$ cat src/hdl/acl_pkg.sv
// Shared types and constants of the access code lockout session gate
package acl_pkg;

    typedef enum logic [1:0] {
        MODE_LOGIN = 2'd0,
        MODE_AUTH  = 2'd1,
        MODE_TOUCH = 2'd2
    } mode_t;

    typedef enum logic [2:0] {
        ST_OK      = 3'd0,
        ST_UNAUTH  = 3'd1,
        ST_LOCKED  = 3'd2,
        ST_BADCODE = 3'd3,
        ST_BUSY    = 3'd4,
        ST_EXPIRED = 3'd5
    } status_t;

    typedef enum logic [1:0] {
        REG_PIN_CODE     = 2'd0,
        REG_MAX_FAILURES = 2'd1,
        REG_LOCKOUT_US   = 2'd2,
        REG_IDLE_TIMEOUT = 2'd3
    } reg_index_t;

    localparam int CFG_DATA_W = 63;

    localparam logic [47:0] PIN_CODE_RST     = 48'd0;
    localparam logic [3:0]  MAX_FAILURES_RST = 4'd5;
    localparam logic [62:0] LOCKOUT_US_RST   = 63'd60000000;
    localparam logic [62:0] IDLE_TIMEOUT_RST = 63'd600000000;

    localparam logic [7:0]  CHAR_ZERO = 8'h30;
    localparam logic [7:0]  CHAR_NINE = 8'h39;
    localparam logic [63:0] MAX_S64   = 64'h7FFF_FFFF_FFFF_FFFF;

    typedef struct packed {
        logic [47:0] pin_code;
        logic [3:0]  max_failures;
        logic [62:0] lockout_us;
        logic [62:0] idle_timeout_us;
    } cfg_t;

    typedef struct packed {
        logic [1:0]  mode;
        logic [63:0] now_us;
        logic [47:0] code_chars;
        logic [2:0]  code_length;
        logic [63:0] token_hi;
        logic [63:0] token_lo;
        logic        token_format_ok;
        logic        xfer_busy;
    } req_t;

    typedef struct packed {
        logic [2:0]  status;
        logic [63:0] issued_token_hi;
        logic [63:0] issued_token_lo;
        logic        session_open;
        logic [3:0]  failure_count;
    } rsp_t;

endpackage

$ cat src/hdl/acl_cfg.sv
// Configuration register file of the access code lockout session gate
module acl_cfg (
    input  logic                            aclk,
    input  logic                            aresetn,
    input  logic                            cfg_wr_en,
    input  logic [1:0]                      cfg_index,
    input  logic [acl_pkg::CFG_DATA_W-1:0]  cfg_wdata,
    output acl_pkg::cfg_t                   cfg
);

    acl_pkg::cfg_t cfg_reg;

    always_ff @(posedge aclk) begin
        if (!aresetn) begin
            cfg_reg.pin_code        <= acl_pkg::PIN_CODE_RST;
            cfg_reg.max_failures    <= acl_pkg::MAX_FAILURES_RST;
            cfg_reg.lockout_us      <= acl_pkg::LOCKOUT_US_RST;
            cfg_reg.idle_timeout_us <= acl_pkg::IDLE_TIMEOUT_RST;
        end else if (cfg_wr_en) begin
            unique case (cfg_index)
                acl_pkg::REG_PIN_CODE:     cfg_reg.pin_code        <= cfg_wdata[47:0];
                acl_pkg::REG_MAX_FAILURES: cfg_reg.max_failures    <= cfg_wdata[3:0];
                acl_pkg::REG_LOCKOUT_US:   cfg_reg.lockout_us      <= cfg_wdata;
                acl_pkg::REG_IDLE_TIMEOUT: cfg_reg.idle_timeout_us <= cfg_wdata;
                default: ;
            endcase
        end
    end

    assign cfg = cfg_reg;

endmodule

$ cat src/hdl/acl_eval.sv
// Session state and per-request decision logic of the access code gate
module acl_eval #(
    parameter int CODE_DIGITS = 6,
    parameter int TOKEN_BYTES = 16
) (
    input  logic          aclk,
    input  logic          aresetn,
    input  logic          advance,
    input  acl_pkg::req_t req,
    input  acl_pkg::cfg_t cfg,
    output acl_pkg::rsp_t rsp
);

    localparam logic [47:0] CodeMask = (CODE_DIGITS >= 6) ? {48{1'b1}} :
        48'((64'd1 << (8 * CODE_DIGITS)) - 64'd1);
    localparam logic [63:0] LoMask = (TOKEN_BYTES >= 16) ? {64{1'b1}} :
        (TOKEN_BYTES <= 8) ? 64'd0 : ({64{1'b1}} << (64 - 8 * (TOKEN_BYTES - 8)));

    logic [63:0] tok_hi_reg, tok_hi_next;
    logic [63:0] tok_lo_reg, tok_lo_next;
    logic        active_reg, active_next;
    logic [63:0] last_reg, last_next;
    logic [3:0]  fails_reg, fails_next;
    logic [63:0] lock_reg, lock_next;

    logic [63:0] hi_in, lo_in, diff, sum, lock_sat, chars64;
    logic        neg, expired, fmt, match, tok_match, newer;
    logic [3:0]  fails1, fails_inc;
    logic [7:0]  ch;
    logic [2:0]  status;
    logic [63:0] out_hi, out_lo;

    always_comb begin
        hi_in     = req.token_hi;
        lo_in     = req.token_lo & LoMask;
        neg       = req.now_us[63];
        diff      = req.now_us - last_reg;
        expired   = active_reg && (($signed(req.now_us) < $signed(last_reg)) ||
                    (diff >= {1'b0, cfg.idle_timeout_us}));
        chars64   = {16'd0, req.code_chars};
        fmt       = (int'(req.code_length) == CODE_DIGITS);
        ch        = '0;
        for (int i = 0; i < CODE_DIGITS; i++) begin
            ch  = chars64[8*i +: 8];
            fmt = fmt && (ch >= acl_pkg::CHAR_ZERO) && (ch <= acl_pkg::CHAR_NINE);
        end
        match     = ((req.code_chars ^ cfg.pin_code) & CodeMask) == 48'd0;
        fails1    = (lock_reg != 64'd0) ? 4'd0 : fails_reg;
        fails_inc = (fails1 < cfg.max_failures) ? fails1 + 4'd1 : fails1;
        sum       = req.now_us + {1'b0, cfg.lockout_us};
        lock_sat  = sum[63] ? acl_pkg::MAX_S64 : sum;
        tok_match = (hi_in == tok_hi_reg) && (lo_in == tok_lo_reg);
        newer     = $signed(last_reg) < $signed(req.now_us);

        tok_hi_next = tok_hi_reg;
        tok_lo_next = tok_lo_reg;
        active_next = active_reg;
        last_next   = last_reg;
        fails_next  = fails_reg;
        lock_next   = lock_reg;
        status      = acl_pkg::ST_UNAUTH;
        out_hi      = '0;
        out_lo      = '0;

        case (req.mode)
            acl_pkg::MODE_LOGIN: begin
                if (neg) begin
                    status = acl_pkg::ST_UNAUTH;
                end else if ($signed(req.now_us) < $signed(lock_reg)) begin
                    status = acl_pkg::ST_LOCKED;
                end else if (active_reg && !expired) begin
                    lock_next  = '0;
                    fails_next = fails1;
                    status     = acl_pkg::ST_BUSY;
                end else begin
                    tok_hi_next = '0;
                    tok_lo_next = '0;
                    active_next = 1'b0;
                    last_next   = '0;
                    lock_next   = '0;
                    fails_next  = fails1;
                    if (!fmt || !match) begin
                        fails_next = fails_inc;
                        if (fails_inc >= cfg.max_failures) begin
                            lock_next = lock_sat;
                            status    = acl_pkg::ST_LOCKED;
                        end else begin
                            status    = acl_pkg::ST_BADCODE;
                        end
                    end else begin
                        tok_hi_next = hi_in;
                        tok_lo_next = lo_in;
                        active_next = 1'b1;
                        last_next   = req.now_us;
                        fails_next  = '0;
                        out_hi      = hi_in;
                        out_lo      = lo_in;
                        status      = acl_pkg::ST_OK;
                    end
                end
            end
            acl_pkg::MODE_AUTH: begin
                if (neg || !active_reg) begin
                    status = acl_pkg::ST_UNAUTH;
                end else if (!req.xfer_busy && expired) begin
                    tok_hi_next = '0;
                    tok_lo_next = '0;
                    active_next = 1'b0;
                    last_next   = '0;
                    status      = acl_pkg::ST_EXPIRED;
                end else if (!req.token_format_ok || !tok_match) begin
                    status = acl_pkg::ST_UNAUTH;
                end else begin
                    if (newer) begin
                        last_next = req.now_us;
                    end
                    status = acl_pkg::ST_OK;
                end
            end
            acl_pkg::MODE_TOUCH: begin
                if (active_reg && !neg && newer) begin
                    last_next = req.now_us;
                end
                status = acl_pkg::ST_OK;
            end
            default: status = acl_pkg::ST_UNAUTH;
        endcase

        rsp.status          = status;
        rsp.issued_token_hi = out_hi;
        rsp.issued_token_lo = out_lo;
        rsp.session_open    = active_next;
        rsp.failure_count   = fails_next;
    end

    always_ff @(posedge aclk) begin
        if (!aresetn) begin
            tok_hi_reg <= '0;
            tok_lo_reg <= '0;
            active_reg <= 1'b0;
            last_reg   <= '0;
            fails_reg  <= '0;
            lock_reg   <= '0;
        end else if (advance) begin
            tok_hi_reg <= tok_hi_next;
            tok_lo_reg <= tok_lo_next;
            active_reg <= active_next;
            last_reg   <= last_next;
            fails_reg  <= fails_next;
            lock_reg   <= lock_next;
        end
    end

endmodule

$ cat src/hdl/access_code_lockout_session_gate_top.sv
// Top level of the access code lockout session gate
//
//   channel   direction  handshake          payload
//   s_        in         s_valid/s_ready    mode, time, code, token, flags
//   m_        out        m_valid/m_ready    status, issued token, session, failures
//   cfg_      in         cfg_wr_en          cfg_index, cfg_wdata
//
// One request per cycle sustained while m_ready is high.
// The request register feeds the decision logic, which updates session state
// and loads the result register in the same cycle.
// A stalled result holds the pipe; the request register still takes one request.
// aresetn is synchronous: it clears session state, counters and configuration.
module access_code_lockout_session_gate_top #(
    parameter int CODE_DIGITS = 6,
    parameter int TOKEN_BYTES = 16
) (
    input  logic                            aclk,
    input  logic                            aresetn,
    input  logic                            s_valid,
    output logic                            s_ready,
    input  logic [1:0]                      s_mode,
    input  logic signed [63:0]              s_now_us,
    input  logic [47:0]                     s_code_chars,
    input  logic [2:0]                      s_code_length,
    input  logic [63:0]                     s_token_hi,
    input  logic [63:0]                     s_token_lo,
    input  logic                            s_token_format_ok,
    input  logic                            s_xfer_busy,
    output logic                            m_valid,
    input  logic                            m_ready,
    output logic [2:0]                      m_status,
    output logic [63:0]                     m_issued_token_hi,
    output logic [63:0]                     m_issued_token_lo,
    output logic                            m_session_open,
    output logic [3:0]                      m_failure_count,
    input  logic                            cfg_wr_en,
    input  logic [1:0]                      cfg_index,
    input  logic [acl_pkg::CFG_DATA_W-1:0]  cfg_wdata
);

    acl_pkg::cfg_t cfg;
    acl_pkg::req_t req_reg;
    acl_pkg::rsp_t rsp, rsp_reg;
    logic          in_valid_reg, in_valid_next;
    logic          out_valid_reg, out_valid_next;
    logic          advance, take;

    acl_cfg u_cfg (
        .aclk      (aclk),
        .aresetn   (aresetn),
        .cfg_wr_en (cfg_wr_en),
        .cfg_index (cfg_index),
        .cfg_wdata (cfg_wdata),
        .cfg       (cfg)
    );

    acl_eval #(
        .CODE_DIGITS (CODE_DIGITS),
        .TOKEN_BYTES (TOKEN_BYTES)
    ) u_eval (
        .aclk    (aclk),
        .aresetn (aresetn),
        .advance (advance),
        .req     (req_reg),
        .cfg     (cfg),
        .rsp     (rsp)
    );

    always_comb begin
        advance        = in_valid_reg && (!out_valid_reg || m_ready);
        s_ready        = !in_valid_reg || advance;
        take           = s_valid && s_ready;
        in_valid_next  = take ? 1'b1 : (advance ? 1'b0 : in_valid_reg);
        out_valid_next = advance ? 1'b1 : (m_ready ? 1'b0 : out_valid_reg);
    end

    always_ff @(posedge aclk) begin
        if (!aresetn) begin
            in_valid_reg  <= 1'b0;
            out_valid_reg <= 1'b0;
        end else begin
            in_valid_reg  <= in_valid_next;
            out_valid_reg <= out_valid_next;
        end
    end

    always_ff @(posedge aclk) begin
        if (take) begin
            req_reg.mode            <= s_mode;
            req_reg.now_us          <= s_now_us;
            req_reg.code_chars      <= s_code_chars;
            req_reg.code_length     <= s_code_length;
            req_reg.token_hi        <= s_token_hi;
            req_reg.token_lo        <= s_token_lo;
            req_reg.token_format_ok <= s_token_format_ok;
            req_reg.xfer_busy       <= s_xfer_busy;
        end
        if (advance) begin
            rsp_reg <= rsp;
        end
    end

    assign m_valid           = out_valid_reg;
    assign m_status          = rsp_reg.status;
    assign m_issued_token_hi = rsp_reg.issued_token_hi;
    assign m_issued_token_lo = rsp_reg.issued_token_lo;
    assign m_session_open    = rsp_reg.session_open;
    assign m_failure_count   = rsp_reg.failure_count;

endmodule

$ cat config.mk
export PLATFORM = sky130hd
export DESIGN_NAME = access_code_lockout_session_gate_top
export DESIGN_NICKNAME = d
export VERILOG_FILES = /design/src/hdl/acl_pkg.sv /design/src/hdl/acl_cfg.sv /design/src/hdl/acl_eval.sv /design/src/hdl/access_code_lockout_session_gate_top.sv
export SDC_FILE = /design/constraint.sdc
export NUM_CORES = 2
export LEC_CHECK = 0
export ABC_AREA = 0
export BUFFER_PORTS_ARGS = -buffer_cell sky130_fd_sc_hd__buf_4
export CAP_MARGIN = 20
export CORE_MARGIN = 2
export CORE_UTILIZATION = 59
export CTS_CLUSTER_DIAMETER = 200
export DETAILED_ROUTE_END_ITERATION = 16
export HOLD_SLACK_MARGIN = 0.15
export MAX_ROUTING_LAYER = met4
export PLACE_DENSITY = 0.8
export SLEW_MARGIN = 30
export SYNTH_ARGS = -nofsm -noshare
export SYNTH_HDL_FRONTEND = slang
export SYNTH_HIERARCHICAL = 1
export SYNTH_SLANG_ARGS = --single-unit
$ cat constraint.sdc
create_clock -name aclk -period 18.22 [get_ports aclk]
set_input_delay 1.822 -clock aclk [delete_from_list [all_inputs] [get_ports aclk]]
set_output_delay 1.822 -clock aclk [all_outputs]
set_load 0.05 [all_outputs]
==> summary.md <==
| Metric | Value |
|---|---|
| Status | complete, no violations |
| Nature of the critical path startpoint | flip-flop |
| Top cells by area, synth | edfxtp_1, dfxtp_1, ha_1, nand2_1, mux2i_1 |
| Root buffer cell | clkbuf_16 |
| Slew margin rel. | 29.04% |
| Clock Path Buffers | 3 |
| Pre-antenna DRT Iters | 7 |
| IO Pins | 455 |
| Largest net degree at the start of global routing | 172 |
| Simple-gate area share of the yosys netlist | 15.46% |
| Arr. time, crit path | 10010 ps |
| Synthesized area | 0.04387 mm² |
| Hold Path Depth | 2 |
| Compound-Gate Fraction of Synth Area | 13.09% |
| Hold Path Sink | u_eval/tok_lo_reg[3]$_SDFFE_PN0P_ |
| Worst-path clk slew | 60 ps |
| CTS tree | done |
| Max Freq | 0.1063 GHz |
| Post-Syn Nets | 5238 |
| Placed Instances | 5806 |
| Max reg flops | 247 |
| Hold Path Origin | u_eval/tok_lo_reg[3]$_SDFFE_PN0P_ |
| Clock power share | 40.9% |
| CP max FO | 114 |
| Slew Limit Fails | 0 |
| First-pass GRT wire length | 206600 µm |
| Syn_area_per_cell | 9.558 µm² |
| Routability cong. | 0.9776 |
| R2R setup slack | 8810 ps |
| Core area | 0.07333 mm² |
| Internal | 3.296 mW |
| Power Density | 89.49 mW/mm² |
| Synth Area in Adders | 9.475% |
| GR Overflow Total | 0 |
| # DRC | 0 |
| CTS Buf Count | 88 |
| R2R depth | 27 |
| Final wirelength | 138400 µm |
| Largest area contributor in the netlist | edfxtp_1 |
| Routed Antenna Nets | 0 |
| Drt via density | 5.989 |
| Multi-input gate area | 0.02121 mm² |
| Fillers | 5678 |
| Synth Area in XOR/XNOR | 4.689% |
| Post-CTS setup buffers | 0 |
| Synth Instances | 4590 |
| Switch share | 27.50% |
| Setup-failing EPs final | 0 |
| Design area | 0.05080 mm² |
| #FFs+latches synth | 823 |
| Initial Util | 59.82% |
| Worst-Margin Slew | 1051 ps |
| Max-cap violations | 0 |
| Flop pwr share | 45.5% |
| Worst skew pair latency | 690 ps |
| CTS resizes | 0 |
| EDFF count, synth | 383 |
| Mux contribution to synthesized area | 5.416% |
| Max Clock Skew | 63.78 ps |
| Comb pwr share | 13.6% |
| Fin Setup TNS | 0 ps |
| Area growth syn-to-layout | 15.79% |
| Die W | 276.7 µm |
| Peak VDD IR | 0.09203 mV |
| GRT Total Usage | 36.18% |
| Top cell type's share of synthesized area | 26.22% |
| Sw power | 1.250 mW |
| Worst Setup End Kind | flip-flop |
| Hold Slack | 459.2 ps |
| Final Critical Period | 9409 ps |
| Clock sink count | 823 |
| Final cycle utilization of the critical path | 51.64% |
| RSZ-0062 raised after global routing | no |
| # nets final | 5585 |
| Yosys warning count | 6 |
| Largest family of logic cells by synthesized area | simple AND/OR/NAND/NOR gates |
| H-tree levels | 3 |
| Worst r2r src | req_reg[183]$_DFFE_PP_ |
| FF/Latch Area | 0.02031 mm² |
| Rows | 99 |
| Crit path kind | reg -> reg |
| Post-DP HPWL | 103400 µm |
| Final Hold Fails | 0 |
| Ys flop type | dfxtp_1 |
| Hold_buf cts | 0 |
| Initial DRC count | 3932 |
| Hold crit path type | reg -> reg |
| Pleak | 20.64 nW |
| CP Launch Point | req_reg[183]$_DFFE_PP_ |
| Placed inst area | 0.04775 mm² |
| Vias in the first global route | 34486 |
| Overall die area | 0.07655 mm² |
| Reg2Reg Capture Point | u_eval/tok_lo_reg[13]$_SDFFE_PN0P_ |
| Seq/Total Area, Yosys | 46.30% |
| WL/cell | 23.14 µm |
| Post-synth cell types | 91 |
| Initial antenna violation count | 9 |
| Ratio of cells with drive above 1 in the final layout | 13.19% |
| IO Port Bufs | 454 |
| Req. time, crit path | 18830 ps |
| Util after Layout | 69.27% |
| Async SR Flop Fraction | 0% |
| Total number of vias | 35809 |
| Chip height | 276.7 µm |
| Post-route insts no fill | 5979 |
[logic make-up after synthesis]
| group | after synthesis |
|---|---|
| multiplexers | 237 |
| AO/OA/AOI/OAI | 937 |
| XOR/XNOR | 234 |
| AND/OR/NAND/NOR | 1432 |
| flip-flops | 823 |
| adder cells (fa/ha/maj) | 331 |
| buffers and inverters | 596 |
[Yosys cell counts, types with 97 or more instances]
library cell	number
nand3_1	168
ha_1	329
dfxtp_1	440
mux2i_1	234
nor2_1	136
and2_1	117
edfxtp_1	383
a21oi_1	236
clkbuf_1	150
nand2_1	666
a21o_1	97
inv_1	367
xnor2_1	166
o21ai_0	296
[power groups by stage]
stage                     combinational (mW)  sequential, mW  clock [mW]
after floorplan                        0.344            2.15           0
after global placement                 0.597            2.11           0
after detailed placement               0.602            2.11           0
after CTS                              0.607            2.07        1.87
after global routing                   0.665            2.07        1.95
final                                  0.617            2.07        1.86
[metrics by stage]
step           setup slack [ps]  total power, mW
6_report                   8811            4.546
5_1_grt                    8218            4.686
4_1_cts                    8776            4.548
3_5_place_dp               8813            2.708
3_3_place_gp               9056            2.702
2_1_floorplan              3549            2.490
[worst max-delay path by stage]
stage | end | depth (start not counted)
after floorplan | req_reg[0]$_DFFE_PP_ | 2
after global placement | u_eval/tok_hi_reg[36]$_SDFFE_PN0P_ | 26
after global routing | u_eval/tok_lo_reg[13]$_SDFFE_PN0P_ | 27
after CTS | u_eval/tok_lo_reg[13]$_SDFFE_PN0P_ | 27
final | u_eval/tok_lo_reg[13]$_SDFFE_PN0P_ | 27
after detailed placement | u_eval/tok_hi_reg[56]$_SDFFE_PN0P_ | 26
[layer usage]
metal  global-route usage (%)  share of wire [%]
met5                        -                  0
met4                    12.26                3.5
met3                    6.522                8.7
met2                    57.02                 46
met1                    47.20                 41
[area by class of cell]
type	instances	share of cell area [%]
diodes	9	0.04434
clock buffers	117	4.749
clock inverters	47	1.163
inverters	369	2.727
multi-input cells	3171	41.75
flip-flops and latches	823	39.98
well taps	959	2.362
repair buffers	484	7.222
[cell usage in the layout, fill, tap and decap left out, drive strengths merged, types with 41 or more instances in the layout]
master and n:
nand2 666, buf 484, dfxtp 440, edfxtp 383
inv 372, o21ai 340, ha 329, a21oi 236
mux2i 234, nand3 168, xnor2 167, nor2 137
and2 117, clkbuf 117, a21o 97, nand4 89
xor2 67, nor3 62, nor2b 45, nor4 41
[worst max-delay path: stages (launching register included)]
cell and delay [ps]:
edfxtp_1 450, inv_1 80, ha_1 390, o211ai_1 190, a21oi_1 90, o21ai_0 590, o21ai_0 440, o21ai_1 530
o21ai_0 340, a21boi_0 550, o21bai_1 190, a221oi_1 380, xnor2_1 180, ha_1 290, a21oi_1 200, o31ai_1 90
a2111oi_0 650, nand2_1 160, o31ai_1 270, a211oi_1 170, nand2b_1 330, nor2_4 110, buf_4 380, a221o_4 560
buf_4 720, buf_6 650, nand3_1 160, o21ai_1 120
Power figures use the tool's default switching activity.
